$ cat src/hdl/deh_ram.sv
module deh_ram #(
  parameter int unsigned WIDTH = 8,
  parameter int unsigned DEPTH = 16
) (
  input  logic                     clk,
  input  logic                     we,
  input  logic [$clog2(DEPTH)-1:0] waddr,
  input  logic [WIDTH-1:0]         wdata,
  input  logic [$clog2(DEPTH)-1:0] raddr,
  output logic [WIDTH-1:0]         rdata
);
  logic [WIDTH-1:0] mem [DEPTH];

  always_ff @(posedge clk) begin
    if (we) begin
      mem[waddr] <= wdata;
    end
    rdata <= mem[raddr];
  end
endmodule

$ cat config.mk
export PLATFORM = sky130hd
export DESIGN_NAME = deh_ram
export DESIGN_NICKNAME = d
export VERILOG_FILES = /design/src/hdl/deh_ram.sv
export SDC_FILE = /design/constraint.sdc
export NUM_CORES = 1
export LEC_CHECK = 0
export BUFFER_PORTS_ARGS = -buffer_cell sky130_fd_sc_hd__buf_2
export CAP_MARGIN = 15
export CORE_MARGIN = 1.5
export CORE_UTILIZATION = 55
export CTS_CLUSTER_DIAMETER = 100
export DETAILED_ROUTE_END_ITERATION = 10
export PLACE_DENSITY = 0.73
export SLEW_MARGIN = 10
export SYNTH_ARGS = -nofsm -noshare
export SYNTH_HDL_FRONTEND = slang
export SYNTH_SLANG_ARGS = --single-unit
$ cat constraint.sdc
create_clock -name clk -period 5 [get_ports clk]
set_input_delay 0.75 -clock clk [delete_from_list [all_inputs] [get_ports clk]]
set_output_delay 0.75 -clock clk [all_outputs]
set_load 0.03 [all_outputs]
==> impl_metrics.env <==
export IMPL_hold_viol=0
export IMPL_p_int_uw=2032
export IMPL_utilization_pct=64.63
export IMPL_synth_flop_cell="edfxtp_1"
export IMPL_setup_ws_ps=2843
export IMPL_start_kind="input port"
export IMPL_num_fill_cells=565
export IMPL_status="completed"
export IMPL_netlist_cell_type_count=19
export IMPL_core_um2=9153
export IMPL_dp_slack_ps=2259
export IMPL_netlist_instances=229
export IMPL_slowest_stage="buf_2"
export IMPL_fmax_ghz=0.4635
export IMPL_worstMarginPinSlew_ps=1021
export IMPL_drt_wl_total_um=9348
export IMPL_drc=0
export IMPL_clkPwrFrac_pct=45.5
export IMPL_crit_buf_inv=1
export IMPL_die_area_um2=9948
export IMPL_gp_congestion=0.7271
export IMPL_p_comb_share_pct=4.7
export IMPL_required_ps=5410
export IMPL_maxCapViolCount=0
export IMPL_grt_max_degree=33
export IMPL_arrival_ps=2570
export IMPL_grt_ovfl_total=0
export IMPL_grt_pass1_wl_um=14010
export IMPL_portBuffers=25
export IMPL_clk_pin_slew_ps=60
export IMPL_path_class="in2reg"
export IMPL_min_period_ps=2157
export IMPL_ant_nets=0
export IMPL_seq_power_share_pct=49.7
export IMPL_path_delay_family="buffers and inverters"
export IMPL_tritoncts="yes"
export IMPL_hold_slack_ps=608.8
export IMPL_grt_antenna_before_repair=0
export IMPL_power_per_cell_area_nw_per_um2=436.3
export IMPL_fin_tns_setup_ps=0
export IMPL_cts_root_buf="clkbuf_8"
export IMPL_path_cells="buf_2, mux4_1, a22oi_1, nand2_1"
export IMPL_slew_violations=0
export IMPL_finalSetupViolCount=0
export IMPL_die_x_um=99.74
export IMPL_synth_fp_nets=247
export IMPL_power_leakage_uw=0.001969
export IMPL_finalCritPeriodShare_pct=43.15
export IMPL_finClkSkew_ps=5.238
export IMPL_clk_path_buf_depth=2
export IMPL_vias=2404
export IMPL_syn_area_um2=5147
export IMPL_first_pass_iters=5
export IMPL_worstPathMaxFanout=32
export IMPL_viasPerCell=6.180
export IMPL_grt_total_usage_pct=20.68
export IMPL_ys_async_sr_fraction_pct=0
export IMPL_final_net_count=283
export IMPL_drtIter0Drc=200
export IMPL_end_kind="flip-flop"
export IMPL_final_layout_size_suffix_gt1_share_pct=28.06
export IMPL_dp_hpwl_um=5769
export IMPL_cts_resized=0
export IMPL_p_sw_share_pct=21.29
export IMPL_relSlewSlack_pct=31.95
export IMPL_syn_to_final_growth_pct=14.92
export IMPL_seq_area_frac_synth_pct=77.78
export IMPL_synth_edf_count=128
export IMPL_ys_warn_count=0
export IMPL_syn_area_per_cell_um2=22.48
export IMPL_die_h_um=99.74
export IMPL_hp_class="in2reg"
export IMPL_clkLatencyLatePin_ps=520
export IMPL_p_total_uw=2581
export IMPL_pin_count=26
export IMPL_p_switching_uw=549.5
export IMPL_clock_sinks=136
export IMPL_ys_seq_elements=136
export IMPL_numCtsBuffers=17
export IMPL_postCtsHoldBufs=0
export IMPL_rows=35
export IMPL_rsz0062_at_grt="no"
export IMPL_wl_per_cell_um=24.03
export IMPL_grt_pass1_vias=2293
export IMPL_irDropWorstVdd_mv=0.2734
export IMPL_postCtsSetupRepairBufs=0
export IMPL_slowest_delay_ps=760
export IMPL_htree_levels=4
export IMPL_start_util_pct=56.24
export IMPL_antenna_cells=0
## worst register-to-register path, cell delays in order (launching register included)
cell      delay, ps
edfxtp_1        360
mux4_2          470
a22oi_1         350
nand2_1          80
## cells by family after synthesis
logic type | count (synthesis) | synth area share, %
and+or+nand+nor | 35 | 3.184
AOI/OAI and AO/OA | 16 | 2.334
DFF | 136 | 77.78
muxes | 32 | 15.02
buffers and inverters | 10 | 1.677
## metal layers
| layer | track usage [%] | vias up | wire length [um] |
|---|---|---|---|
| met3 | 7.379 | 16 | 651 |
| met4 | 7.909 | 0 | 168 |
| met2 | 29.77 | 99 | 4492 |
| met1 | 29.47 | 1243 | 4035 |
| li1 | - | 1046 | - |
| met5 | 0 | - | 0 |
## sequential cells by signal, indices dropped and copies added, names as in the netlist
| signal | cells |
|---|---|
| rdata | 8 |
| mem | 128 |
## power by group through the flow
| stage | clock (uW) | combinational (uW) | sequential (uW) |
|---|---|---|---|
| after detailed placement | 0 | 124 | 1310 |
| final | 1180 | 123 | 1280 |
| after global routing | 1240 | 132 | 1290 |
| after floorplan | 0 | 64.7 | 1320 |
| after global placement | 0 | 122 | 1310 |
| after CTS | 1190 | 124 | 1280 |
## area by class of cell
| type | count | area (um^2) | area share [%] |
|---|---|---|---|
| clock inverter | 14 | 150.1 | 2.538 |
| tap | 111 | 138.9 | 2.348 |
| multi-input combinational | 83 | 1067 | 18.04 |
| clock buffer | 18 | 417.9 | 7.064 |
| timing repair buffer | 27 | 137.6 | 2.327 |
| sequential | 136 | 4004 | 67.68 |
## layout by cell type, fill, tap and decap left out, types with 2 or more instances in the layout
cell type and count:
buf_2 26, clkinvlp_4 5, inv_6 3, a22oi_1 16, dfxtp_1 8, nor2_1 13, clkinv_4 2, clkbuf_16 16
nor3_1 2, nand2b_1 2, mux4_1 14, nand3b_1 2, bufinv_16 2, nor3_2 2, mux4_2 18, nand2_1 9
edfxtp_1 128
## path summary, 6_finish.rpt
kind	start	to	slack [ps]	cells after the start
worst max-delay path	raddr[0]	rdata[3]	2840	4
worst min-delay path	wdata[0]	mem[7][0]	610	1
worst max register to register	mem[11][7]	rdata[7]	3620	3
worst min register to register	mem[7][7]	rdata[7]	680	3
## cells in the mapped netlist, drive strengths merged, types with 2 or more instances
cell	count	share of area, %
nand2	9	0.66
nand3b	2	0.29
nand2b	2	0.24
nor2	13	0.95
nor3	4	0.39
edfxtp	128	75
dfxtp	8	3.1
buf	7	1.1
mux4	32	15
clkdlybuf4s25	3	0.58
a22oi	16	2.3
## through the flow
stage,instances,instance area (um^2)
after global routing,389,5916
after CTS,389,5916
final,389,5916
after floorplan,229,5147
after detailed placement,357,5348
after global placement,356,5343
No activity file was read; power rests on OpenSTA's default activity.
