===== config.mk =====
export PLATFORM = sky130hd
export DESIGN_NAME = deh_div
export DESIGN_NICKNAME = d
export VERILOG_FILES = /design/src/hdl/deh_pkg.sv /design/src/hdl/deh_div.sv
export SDC_FILE = /design/constraint.sdc
export NUM_CORES = 1
export LEC_CHECK = 0
export BUFFER_PORTS_ARGS = -buffer_cell sky130_fd_sc_hd__buf_2
export CAP_MARGIN = 25
export CORE_AREA = 2 2 116 106
export CTS_CLUSTER_DIAMETER = 100
export CTS_CLUSTER_SIZE = 10
export DETAILED_ROUTE_END_ITERATION = 10
export DIE_AREA = 0 0 118 108
export PLACE_DENSITY = 0.78
export SETUP_SLACK_MARGIN = 0.5
export SYNTH_ARGS = -nofsm -noshare
export SYNTH_HDL_FRONTEND = slang
export SYNTH_SLANG_ARGS = --single-unit

===== constraint.sdc =====
create_clock -name clk -period 7.6 [get_ports clk]
set_clock_uncertainty 0.1 [all_clocks]
set_input_delay 1.52 -clock clk [delete_from_list [all_inputs] [get_ports clk]]
set_output_delay 1.52 -clock clk [all_outputs]
set_load 0.01 [all_outputs]

===== src/hdl/deh_pkg.sv =====
package deh_pkg;

  localparam int unsigned ESUM_W = 48;
  localparam int unsigned SQ_W   = 64;
  localparam int unsigned CNT_W  = 32;
  localparam int unsigned BIN_W  = ESUM_W + SQ_W + CNT_W;
  localparam int unsigned CFG_W  = 31;
  localparam int unsigned QUO_W  = 33;

  typedef enum logic [1:0] {
    MODE_HIT   = 2'd0,
    MODE_CLEAR = 2'd1,
    MODE_MERGE = 2'd2,
    MODE_READ  = 2'd3
  } mode_t;

  localparam logic CFG_MAX_DEPTH = 1'b0;
  localparam logic CFG_BIN_WIDTH = 1'b1;

  typedef struct packed {
    logic [ESUM_W-1:0] esum;
    logic [SQ_W-1:0]   sq;
    logic [CNT_W-1:0]  cnt;
  } bin_t;

  function automatic bin_t bin_add(bin_t a, bin_t b);
    bin_t r;
    logic [ESUM_W:0] e;
    logic [SQ_W:0]   s;
    logic [CNT_W:0]  c;
    e = {1'b0, a.esum} + {1'b0, b.esum};
    s = {1'b0, a.sq} + {1'b0, b.sq};
    c = {1'b0, a.cnt} + {1'b0, b.cnt};
    r.esum = e[ESUM_W] ? {ESUM_W{1'b1}} : e[ESUM_W-1:0];
    r.sq   = s[SQ_W] ? {SQ_W{1'b1}} : s[SQ_W-1:0];
    r.cnt  = c[CNT_W] ? {CNT_W{1'b1}} : c[CNT_W-1:0];
    return r;
  endfunction

endpackage


===== src/hdl/deh_div.sv =====
module deh_div (
  input  logic                      clk,
  input  logic                      rst_n,
  input  logic                      start,
  input  logic [deh_pkg::QUO_W-1:0] dividend,
  input  logic [deh_pkg::QUO_W-1:0] divisor,
  output logic                      done,
  output logic [deh_pkg::QUO_W-1:0] quotient
);
  localparam int unsigned W = deh_pkg::QUO_W;

  logic [W-1:0]         q_r, q_nxt;
  logic [W-1:0]         rem_r, rem_nxt;
  logic [W-1:0]         dv_r, dv_nxt;
  logic [$clog2(W)-1:0] cnt_r, cnt_nxt;
  logic                 busy_r, busy_nxt;
  logic                 done_r, done_nxt;
  logic [W:0]           trial;

  always_comb begin
    q_nxt    = q_r;
    rem_nxt  = rem_r;
    dv_nxt   = dv_r;
    cnt_nxt  = cnt_r;
    busy_nxt = busy_r;
    done_nxt = 1'b0;
    trial    = {rem_r, q_r[W-1]} - {1'b0, dv_r};
    if (start) begin
      q_nxt    = dividend;
      rem_nxt  = '0;
      dv_nxt   = divisor;
      cnt_nxt  = '0;
      busy_nxt = 1'b1;
    end else if (busy_r) begin
      if (trial[W]) begin
        rem_nxt = {rem_r[W-2:0], q_r[W-1]};
        q_nxt   = {q_r[W-2:0], 1'b0};
      end else begin
        rem_nxt = trial[W-1:0];
        q_nxt   = {q_r[W-2:0], 1'b1};
      end
      cnt_nxt = cnt_r + 1'b1;
      if (cnt_r == ($clog2(W))'(W - 1)) begin
        busy_nxt = 1'b0;
        done_nxt = 1'b1;
      end
    end
  end

  always_ff @(posedge clk) begin
    if (!rst_n) begin
      busy_r <= 1'b0;
      done_r <= 1'b0;
      cnt_r  <= '0;
    end else begin
      busy_r <= busy_nxt;
      done_r <= done_nxt;
      cnt_r  <= cnt_nxt;
    end
    q_r   <= q_nxt;
    rem_r <= rem_nxt;
    dv_r  <= dv_nxt;
  end

  assign done     = done_r;
  assign quotient = q_r;
endmodule


==> impl_metrics.xml, run 1 <==
<?xml version="1.0" encoding="UTF-8"?>
<metrics>
  <group name="floorplanning">
    <metric name="die_w" unit="um">118</metric>
    <metric name="dieHeight" unit="um">108</metric>
    <metric name="die_area" unit="um^2">12700</metric>
    <metric name="num_io_pins" unit="">103</metric>
    <metric name="row_count" unit="">37</metric>
    <metric name="core_region_area" unit="um^2">11400</metric>
    <metric name="starting_density_of_the_core" unit="%">54.5</metric>
  </group>
  <group name="finish">
    <metric name="stdcell_area" unit="um^2">7170</metric>
    <metric name="utilization" unit="%">62.7</metric>
    <metric name="syn_to_final_growth" unit="%">15.0</metric>
    <metric name="drive_above_1_share" unit="%">23.3</metric>
    <metric name="antenna_cells_inserted" unit="">0</metric>
    <metric name="finalNetCount" unit="">801</metric>
  </group>
  <group name="clock_network">
    <metric name="worst_skew_pair.late_latency" unit="ns">0.36</metric>
    <metric name="clk_pin_slew" unit="ns">0.07</metric>
    <metric name="cts_tree" unit="">done</metric>
    <metric name="cts_made_buffers" unit="">9</metric>
    <metric name="cts_hold_repair.buffers" unit="">0</metric>
    <metric name="cts_setup_buffers" unit="">0</metric>
    <metric name="post_cts_resized" unit="">0</metric>
    <metric name="htree_levels" unit="">3</metric>
    <metric name="clk_root_buffer_cell" unit="">clkbuf_16</metric>
    <metric name="clkSinkCount" unit="">107</metric>
    <metric name="cts-root-to-sink-buffers" unit="">2</metric>
  </group>
  <group name="critical_path">
    <metric name="critPathRequiredTime" unit="ns">7.76</metric>
    <metric name="worstPathMaxFanout" unit="">31</metric>
    <metric name="critical_path_class" unit="">reg -&gt; reg</metric>
    <metric name="crit_arrival" unit="ns">3.72</metric>
    <metric name="worst_path_max_delay_cell" unit="">buf_4</metric>
    <metric name="path_cells" unit="">inv_1 &gt; ha_1 &gt; and2_4 &gt; a221oi_4 &gt; a211oi_2 &gt; nor3b_4 &gt; a21oi_2 &gt; nor4b_2 &gt; or3_1 &gt; buf_4 &gt; mux2i_1 &gt; a211oi_1</metric>
    <metric name="critical_path.endpoint_type" unit="">register</metric>
    <metric name="origin_of_the_critical_flop_to_flop_path" unit="">dv_r[4]</metric>
    <metric name="worst_stage_delay_on_the_critical_path" unit="ns">0.49</metric>
    <metric name="critPathLaunch" unit="">dv_r[4]</metric>
    <metric name="startpoint_type" unit="">register</metric>
  </group>
  <group name="grt">
    <metric name="overflow" unit="">0</metric>
    <metric name="grtUsageMet3" unit="%">6.12</metric>
    <metric name="top_usage_layer" unit="">met2</metric>
    <metric name="grtUsageMet2" unit="%">34.3</metric>
    <metric name="antenna_violations_before_repair" unit="">0</metric>
    <metric name="grt_pass1_vias" unit="">4690</metric>
    <metric name="global_route.usage.met1" unit="%">29.4</metric>
    <metric name="grt_pass1_wl" unit="um">22300</metric>
    <metric name="globalRouteTotalUtil" unit="%">21.6</metric>
    <metric name="pin_count_of_the_biggest_net_entering_global_routing" unit="">62</metric>
  </group>
  <group name="synthesis">
    <metric name="post_synthesis_async_set_or_reset_flop_share" unit="%">0</metric>
    <metric name="dominantRegCellSynth" unit="">edfxtp_1</metric>
    <metric name="synthTopCellsByArea" unit="">edfxtp_1, dfxtp_1, ha_1</metric>
    <metric name="ys_ff_latch" unit="">107</metric>
    <metric name="synth_enable_flop_cells" unit="">66</metric>
    <metric name="yosysWarnings" unit="">0</metric>
    <metric name="synthesis.nets" unit="">715</metric>
    <metric name="syn_inst" unit="">610</metric>
    <metric name="post-synth-top-area-cell" unit="">edfxtp_1</metric>
    <metric name="mappedNetlistArea" unit="um^2">6230</metric>
    <metric name="synth_top_cells_by_count" unit="">edfxtp_1, nor2_1, inv_1</metric>
    <metric name="synth.distinct_cells" unit="">54</metric>
    <metric name="most_frequent_cell_after_synthesis" unit="">edfxtp_1</metric>
    <metric name="seq_area_frac_synth" unit="%">45.0</metric>
    <metric name="syn-mean-instance-area" unit="um^2">10.2</metric>
    <metric name="yosys.area.top_type_share" unit="%">31.8</metric>
  </group>
  <group name="timing">
    <metric name="fin_crit_sh" unit="%">46.9</metric>
    <metric name="peak_freq" unit="MHz">281</metric>
    <metric name="timing.final.max_slew_violations" unit="">0</metric>
    <metric name="holdWs" unit="ns">0.406</metric>
    <metric name="max-slew-margin-rel" unit="%">50.6</metric>
    <metric name="tns" unit="ns">0</metric>
    <metric name="worst-slew-pin-transition" unit="ns">0.736</metric>
    <metric name="final_hold_viol_count" unit="">0</metric>
    <metric name="period_minus_slack" unit="ns">3.56</metric>
    <metric name="setup_viol" unit="">0</metric>
    <metric name="rsz_0062_raised_after_global_routing" unit="">false</metric>
  </group>
  <group name="route">
    <metric name="route.antenna.remaining_nets" unit="">0</metric>
    <metric name="wire_per_inst" unit="um">15.4</metric>
    <metric name="drt-total-wl" unit="um">13200</metric>
    <metric name="drc" unit="">0</metric>
    <metric name="dr.pass1.iters" unit="">5</metric>
    <metric name="post_drt_via_cell_ratio" unit="">5.51</metric>
    <metric name="drt_iter0_drc" unit="">292</metric>
    <metric name="vias" unit="">4720</metric>
  </group>
  <group name="min_path">
    <metric name="hold_path_startpoint" unit="">rem_r[5]</metric>
    <metric name="hold_path.class" unit="">reg -&gt; reg</metric>
  </group>
  <group name="power_and_ir_drop">
    <metric name="p_leak" unit="nW">3.08</metric>
    <metric name="vdd_drop_max" unit="V">0.000164</metric>
    <metric name="powerDensity" unit="nW/um^2">233</metric>
    <metric name="total_power" unit="mW">1.67</metric>
  </group>
  <group name="placement">
    <metric name="placement.io_buffers" unit="">102</metric>
    <metric name="dpl-instance-area" unit="um^2">6850</metric>
    <metric name="detailedPlacementHpwl" unit="um">9610</metric>
    <metric name="place_congestion" unit="">0.873</metric>
  </group>
  <group name="job">
    <metric name="drv_cap" unit="">0</metric>
  </group>
  <group name="run_status">
    <metric name="status" unit="">finished clean</metric>
  </group>
</metrics>
critical path, delay by kind of cell (launching register included):
family                     cells  cell delay [ns]
buffers and inverters          2             0.53
DFF                            1             0.33
and+or+nand+nor                4             1.15
muxes                          1             0.14
adders and majority gates      1             0.36
AOI/OAI and AO/OA              4             0.82
layout make-up:
type,count,area (um^2)
Clock buffer,10,250
Clock inverter,6,75.1
Fill cell,936,4260
Inverter,43,161
Multi-Input combinational cell,429,3120
Sequential cell,107,2800
Tap cell,156,195
Timing Repair Buffer,106,563
registers in the layout, summed over array words and instances, names as in the netlist:
signal	flops
quotient	33
dv_r	33
busy_r	1
rem_r	33
cnt_r	6
done	1
power breakdown:
| part | switching [mW] | internal (mW) |
|---|---|---|
| Clock | 0.224 | 0.282 |
| Combinational | 0.257 | 0.200 |
| Sequential | 0.0322 | 0.676 |
| Total | 0.513 | 1.16 |
layer usage:
layer	up-vias	part of all wire, %
met5	-	0
met4	0	1.3
met3	14	6.2
met2	154	46
met1	2167	47
li1	2385	-
cell families (layout without fill, tap and decap cells):
family	Yosys count	in the layout	share of synthesized area, %
AND/OR/NAND/NOR	159	159	12.2
adder cells (fa/ha/maj)	36	36	7.35
XOR/XNOR	31	31	4.36
AO/OA/AOI/OAI	140	140	15.4
multiplexers	63	63	10.8
flip-flops	107	107	45.0
buffers and inverters	74	165	4.96
placed cells by master, fill, tap and decap left out, drive strengths merged, types with 10 or more instances in the layout:
master / n
xnor2: 21
nand2: 39
clkbuf: 10
nand4: 10
inv: 46
edfxtp: 66
mux2i: 30
xor2: 10
a211oi: 25
buf: 106
ha: 35
o21ai: 22
a21oi: 38
nand3: 16
a21o: 21
nor2: 55
dfxtp: 41
mux2: 33
per-stage QoR:
| step | worst slack (ns) | instances |
|---|---|---|
| 4_1_cts | 4.02 | 857 |
| 6_report | 4.04 | 857 |
| 3_3_place_gp | 4.01 | 840 |
| 5_1_grt | 3.74 | 857 |
| 2_1_floorplan | 4.24 | 610 |
| 3_5_place_dp | 4.05 | 841 |
path summary, 6_finish.rpt:
check / slack (ns) / cells after the start / end
worst max-delay path: 4.04 / 12 / rem_r[20]
worst min-delay path: 0.41 / 2 / rem_r[5]
worst max register to register: 4.04 / 12 / rem_r[20]
worst min register to register: 0.41 / 2 / rem_r[5]
Power figures use the tool's default switching activity.
==> inputs of run 2 (changes only) <==
- clock period: 7.6 -> 3.3 ns (I/O delays scaled with it)
==> impl_metrics.xml, run 2 (synthesis gave the netlist of run 1 again) <==
<?xml version="1.0" encoding="UTF-8"?>
<metrics>
  <group name="critical_path">
    <metric name="startpoint_type" unit="">register</metric>
    <metric name="setup.reg_to_reg.worst_slack" unit="ns">0.34</metric>
    <metric name="crit_arrival" unit="ns">3.13</metric>
    <metric name="critical_path.endpoint_type" unit="">register</metric>
    <metric name="r2r_cells" unit="">12</metric>
    <metric name="r2r_end" unit="">rem_r[2]</metric>
    <metric name="critical_path_class" unit="">reg -&gt; reg</metric>
    <metric name="critPathRequiredTime" unit="ns">3.47</metric>
    <metric name="worstPathMaxFanout" unit="">15</metric>
    <metric name="origin_of_the_critical_flop_to_flop_path" unit="">dv_r[3]</metric>
  </group>
  <group name="finish">
    <metric name="drive_above_1_share" unit="%">29.4</metric>
    <metric name="finalNetCount" unit="">817</metric>
    <metric name="mostFrequentLayoutCell" unit="">buf_2</metric>
    <metric name="utilization" unit="%">65.6</metric>
    <metric name="final_cell_mix" unit="">buf_2, edfxtp_1, nor2_1, inv_1</metric>
    <metric name="syn_to_final_growth" unit="%">20.3</metric>
    <metric name="antenna_cells_inserted" unit="">0</metric>
    <metric name="stdcell_area" unit="um^2">7500</metric>
    <metric name="finish.cell_count_without_fillers" unit="">873</metric>
  </group>
  <group name="timing">
    <metric name="period_minus_slack" unit="ns">2.96</metric>
    <metric name="setup_viol" unit="">0</metric>
    <metric name="tns" unit="ns">0</metric>
    <metric name="rsz_0062_raised_after_global_routing" unit="">true</metric>
    <metric name="worst-slew-pin-transition" unit="ns">0.528</metric>
    <metric name="final_hold_viol_count" unit="">0</metric>
    <metric name="holdWs" unit="ns">0.371</metric>
    <metric name="max-slew-margin-rel" unit="%">64.8</metric>
    <metric name="final.setup.worst_slack" unit="ns">0.344</metric>
    <metric name="timing.final.max_slew_violations" unit="">0</metric>
    <metric name="fin_crit_sh" unit="%">89.6</metric>
    <metric name="peak_freq" unit="MHz">338</metric>
  </group>
  <group name="clock_network">
    <metric name="cts-root-to-sink-buffers" unit="">2</metric>
    <metric name="cts_made_buffers" unit="">9</metric>
    <metric name="cts_tree" unit="">done</metric>
    <metric name="clk_root_buffer_cell" unit="">clkbuf_16</metric>
    <metric name="worst_skew_pair.late_latency" unit="ns">0.36</metric>
    <metric name="clkSinkCount" unit="">107</metric>
    <metric name="clk_pin_slew" unit="ns">0.07</metric>
    <metric name="htree_levels" unit="">3</metric>
  </group>
  <group name="placement">
    <metric name="dpl-instance-area" unit="um^2">6920</metric>
    <metric name="placement.io_buffers" unit="">102</metric>
    <metric name="place_congestion" unit="">0.892</metric>
    <metric name="dp_slack" unit="ns">0.182</metric>
    <metric name="detailedPlacementHpwl" unit="um">9910</metric>
    <metric name="placedCellCount" unit="">848</metric>
  </group>
  <group name="route">
    <metric name="route.antenna.remaining_nets" unit="">0</metric>
    <metric name="post_drt_via_cell_ratio" unit="">5.63</metric>
    <metric name="drt_iter0_drc" unit="">282</metric>
    <metric name="wire_per_inst" unit="um">16.3</metric>
    <metric name="drt-total-wl" unit="um">14200</metric>
    <metric name="vias" unit="">4918</metric>
    <metric name="drc" unit="">0</metric>
    <metric name="dr.pass1.iters" unit="">4</metric>
  </group>
  <group name="grt">
    <metric name="grt_pass1_vias" unit="">4819</metric>
    <metric name="grt_pass1_wl" unit="um">22700</metric>
    <metric name="antenna_violations_before_repair" unit="">0</metric>
    <metric name="overflow" unit="">0</metric>
    <metric name="pin_count_of_the_biggest_net_entering_global_routing" unit="">50</metric>
    <metric name="globalRouteTotalUtil" unit="%">22.2</metric>
  </group>
  <group name="floorplanning">
    <metric name="die_w" unit="um">118</metric>
    <metric name="core_region_area" unit="um^2">11400</metric>
    <metric name="row_count" unit="">37</metric>
    <metric name="num_io_pins" unit="">103</metric>
    <metric name="starting_density_of_the_core" unit="%">54.5</metric>
    <metric name="dieHeight" unit="um">108</metric>
    <metric name="die_area" unit="um^2">12700</metric>
  </group>
  <group name="power_and_ir_drop">
    <metric name="vdd_drop_max" unit="V">0.000393</metric>
    <metric name="powerDensity" unit="nW/um^2">534</metric>
    <metric name="total_power" unit="mW">4.00</metric>
    <metric name="p_leak" unit="nW">3.17</metric>
  </group>
  <group name="run_status">
    <metric name="status" unit="">finished clean</metric>
  </group>
  <group name="min_path">
    <metric name="hold_depth" unit="">1</metric>
    <metric name="hold_path.class" unit="">in -&gt; reg</metric>
    <metric name="hold_path_startpoint" unit="">divisor[27]</metric>
    <metric name="min_to" unit="">dv_r[27]</metric>
  </group>
  <group name="job">
    <metric name="drv_cap" unit="">0</metric>
  </group>
</metrics>
## run 2: final cells by class
type	count	area [um^2]
Clock buffer	10	229
Clock inverter	6	72.6
Fill cell	891	3940
Inverter	43	161
Multi-Input combinational cell	429	3310
Sequential cell	107	2810
Tap cell	156	195
Timing Repair Buffer	122	723
## run 2: power by group
part | total (mW) | switching, mW | internal, mW
Combinational | 1.27 | 0.674 | 0.591
Clock | 1.10 | 0.501 | 0.600
Sequential | 1.64 | 0.0812 | 1.56
Total | 4.00 | 1.26 | 2.75
## run 2: metal layers
metal / wire [um] / vias up / track usage (%)
met1: 6300 / 2306 / 28.1
met5: 0 / - / 0
met2: 6680 / 172 / 36.8
li1: - / 2422 / -
met3: 1020 / 18 / 6.70
met4: 186 / 0 / 6.88
## run 2: worst max path at each step
stage / startpoint / end / slack [ns]
global route: dv_r[18] / rem_r[12] / 0.20
finish: dv_r[3] / rem_r[2] / 0.34
floorplan: dv_r[1] / rem_r[13] / 0.44
CTS: dv_r[3] / rem_r[21] / 0.39
detailed placement: dv_r[1] / rem_r[23] / 0.18
global placement: dv_r[1] / rem_r[2] / 0.29
## run 2: timing repair
item / CTS / global route
hold buffers: 0 / 0
endpoints found under the setup margin: 34 / 34
gates cloned: 0 / 2
pin swaps: 8 / 7
gates resized for setup: 13 / 31
setup buffers: 5 / 2
## run 2: worst max-delay path, cell delays in order, from the launching register on
cell and delay [ns]:
edfxtp_1 0.39, inv_2 0.08, ha_4 0.20, and2_4 0.17, a221oi_4 0.28, a211oi_2 0.14
nor3b_4 0.22, a21oi_2 0.10, o211a_1 0.23, or3_4 0.40, buf_12 0.19, mux2i_2 0.15
a211oi_1 0.22
==> inputs of run 3 (changes only) <==
- CELL_PAD_IN_SITES_DETAIL_PLACEMENT: not set -> 0
- CELL_PAD_IN_SITES_GLOBAL_PLACEMENT: not set -> 2
- CORE_AREA: 2 2 116 106 -> 2 2 140 129
- CTS_BUF_LIST: not set -> sky130_fd_sc_hd__clkbuf_8
- DIE_AREA: 0 0 118 108 -> 0 0 142 131
- PLACE_DENSITY: 0.78 -> 0.82
- SKIP_LAST_GASP: not set -> 1
==> impl_metrics.xml, run 3 (synthesis gave the netlist of run 1 again) <==
<?xml version="1.0" encoding="UTF-8"?>
<metrics>
  <group name="run_status">
    <metric name="status" unit="">finished clean</metric>
  </group>
  <group name="job">
    <metric name="drv_cap" unit="">0</metric>
  </group>
  <group name="floorplanning">
    <metric name="core_region_area" unit="um^2">17200</metric>
    <metric name="row_count" unit="">46</metric>
    <metric name="dieHeight" unit="um">131</metric>
    <metric name="num_io_pins" unit="">103</metric>
    <metric name="die_area" unit="um^2">18600</metric>
    <metric name="starting_density_of_the_core" unit="%">36.2</metric>
    <metric name="die_w" unit="um">142</metric>
  </group>
  <group name="finish">
    <metric name="mostFrequentLayoutCell" unit="">buf_2</metric>
    <metric name="finalNetCount" unit="">818</metric>
    <metric name="antenna_cells_inserted" unit="">0</metric>
    <metric name="syn_to_final_growth" unit="%">19.2</metric>
    <metric name="multiInputGateArea" unit="um^2">3260</metric>
    <metric name="seqCellArea" unit="um^2">2800</metric>
    <metric name="finish.cell_count_without_fillers" unit="">934</metric>
    <metric name="fillerInstances" unit="">1696</metric>
    <metric name="final_cell_mix" unit="">buf_2, edfxtp_1, nor2_1, inv_1, dfxtp_1</metric>
    <metric name="drive_above_1_share" unit="%">28.3</metric>
  </group>
  <group name="clock_network">
    <metric name="clk_root_buffer_cell" unit="">clkbuf_8</metric>
    <metric name="worst_skew_pair.late_latency" unit="ns">0.40</metric>
    <metric name="cts_tree" unit="">done</metric>
    <metric name="clk_pin_slew" unit="ns">0.12</metric>
    <metric name="cts_made_buffers" unit="">9</metric>
    <metric name="htree_levels" unit="">3</metric>
    <metric name="clkSinkCount" unit="">107</metric>
    <metric name="cts-root-to-sink-buffers" unit="">2</metric>
  </group>
  <group name="power_and_ir_drop">
    <metric name="p_leak" unit="nW">3.13</metric>
    <metric name="powerDensity" unit="nW/um^2">499</metric>
    <metric name="vdd_drop_max" unit="V">0.000224</metric>
    <metric name="total_power" unit="mW">3.71</metric>
  </group>
  <group name="critical_path">
    <metric name="crit_arrival" unit="ns">3.20</metric>
    <metric name="worstPathMaxFanout" unit="">4</metric>
    <metric name="path_cells" unit="">ha_4 &gt; and2_4 &gt; a221oi_4 &gt; a211oi_4 &gt; nor3b_4 &gt; a21oi_2 &gt; o211a_1 &gt; or3_4 &gt; buf_4 &gt; clkbuf_16 &gt; mux2i_1 &gt; o21ai_1</metric>
    <metric name="startpoint_type" unit="">register</metric>
    <metric name="worst_stage_delay_on_the_critical_path" unit="ns">0.45</metric>
    <metric name="critical_path.endpoint_type" unit="">register</metric>
    <metric name="critical_path_buf_inv_count" unit="">2</metric>
    <metric name="critPathRequiredTime" unit="ns">3.50</metric>
    <metric name="critical_path_class" unit="">reg -&gt; reg</metric>
    <metric name="critical_path.top_delay_family" unit="">compound AO/OA/AOI/OAI gates</metric>
    <metric name="worst_path_max_delay_cell" unit="">dfxtp_1</metric>
  </group>
  <group name="placement">
    <metric name="placedCellCount" unit="">909</metric>
    <metric name="detailedPlacementHpwl" unit="um">10800</metric>
    <metric name="place_congestion" unit="">0.830</metric>
    <metric name="placement.io_buffers" unit="">102</metric>
  </group>
  <group name="min_path">
    <metric name="hold_path.class" unit="">in -&gt; reg</metric>
  </group>
  <group name="grt">
    <metric name="grt_pass1_vias" unit="">4912</metric>
    <metric name="pin_count_of_the_biggest_net_entering_global_routing" unit="">74</metric>
    <metric name="overflow" unit="">0</metric>
    <metric name="globalRouteTotalUtil" unit="%">16.7</metric>
    <metric name="grt_pass1_wl" unit="um">24800</metric>
    <metric name="antenna_violations_before_repair" unit="">0</metric>
  </group>
  <group name="timing">
    <metric name="worst-slew-pin-transition" unit="ns">0.580</metric>
    <metric name="fin_crit_sh" unit="%">91.2</metric>
    <metric name="setup_viol" unit="">0</metric>
    <metric name="tns" unit="ns">0</metric>
    <metric name="rsz_0062_raised_after_global_routing" unit="">true</metric>
    <metric name="max-slew-margin-rel" unit="%">60.9</metric>
    <metric name="peak_freq" unit="MHz">332</metric>
    <metric name="period_minus_slack" unit="ns">3.01</metric>
    <metric name="final_hold_viol_count" unit="">0</metric>
    <metric name="timing.final.max_slew_violations" unit="">0</metric>
  </group>
  <group name="route">
    <metric name="post_drt_via_cell_ratio" unit="">5.18</metric>
    <metric name="vias" unit="">4834</metric>
    <metric name="dr.pass1.iters" unit="">4</metric>
    <metric name="drt_iter0_drc" unit="">245</metric>
    <metric name="wire_per_inst" unit="um">16.0</metric>
    <metric name="route.antenna.remaining_nets" unit="">0</metric>
    <metric name="drt-total-wl" unit="um">15000</metric>
    <metric name="drc" unit="">0</metric>
  </group>
</metrics>
-- run 3: cell count changes in the layout (fill, tap and decap cells not counted), sizes merged --
cell / change
clkinv: +3
clkinvlp: -1
bufinv: -1
clkbuf: -2
buf: +2
-- run 3: final timing paths --
check	end	slack, ns	cells after the start	start
max	rem_r[27]	0.29	12	rem_r[2]
min	dv_r[32]	0.32	1	divisor[32]
max reg2reg	rem_r[27]	0.29	12	rem_r[2]
min reg2reg	rem_r[28]	0.39	2	rem_r[28]
-- run 3: area by class of cell --
cell class	count	area share, %
clock inverters	7	0.943
clock buffers	9	1.67
inverters	43	2.17
multi-input cells	429	43.8
well taps	216	3.64
flip-flops and latches	107	37.7
repair buffers	123	10.0
-- run 3: through the flow --
stage / area [um^2] / hold slack [ns] / util (%) / setup slack [ns]
after floorplan: 6270 / 0.343 / - / 0.435
after global routing: 7430 / 0.300 / 43.2 / 0.109
after CTS: 7360 / 0.307 / 42.8 / 0.315
final: 7430 / 0.323 / 43.2 / 0.290
after global placement: 7010 / 0.364 / 40.7 / 0.203
after detailed placement: 7010 / 0.368 / 40.7 / 0.0476
-- run 3: repair_timing --
action	4_1_cts	5_1_grt
gates resized for setup	22	10
setup endpoints to repair	34	34
hold buffers	0	0
gates cloned	1	1
pin swaps	13	5
buffers inserted	5	2
-- run 3: metal layers --
metal	track usage [%]	up-vias	part of all wire, %
met5	0	-	0
met4	3.59	0	0.84
met3	4.85	9	6.1
met2	26.9	110	45
met1	22.5	2296	49
li1	-	2419	-
-- run 3: power by group --
group	total, mW	internal (mW)	switching, mW
logic	1.25	0.593	0.658
clock network	0.823	0.296	0.527
registers	1.63	1.56	0.0783
total	3.71	2.45	1.26
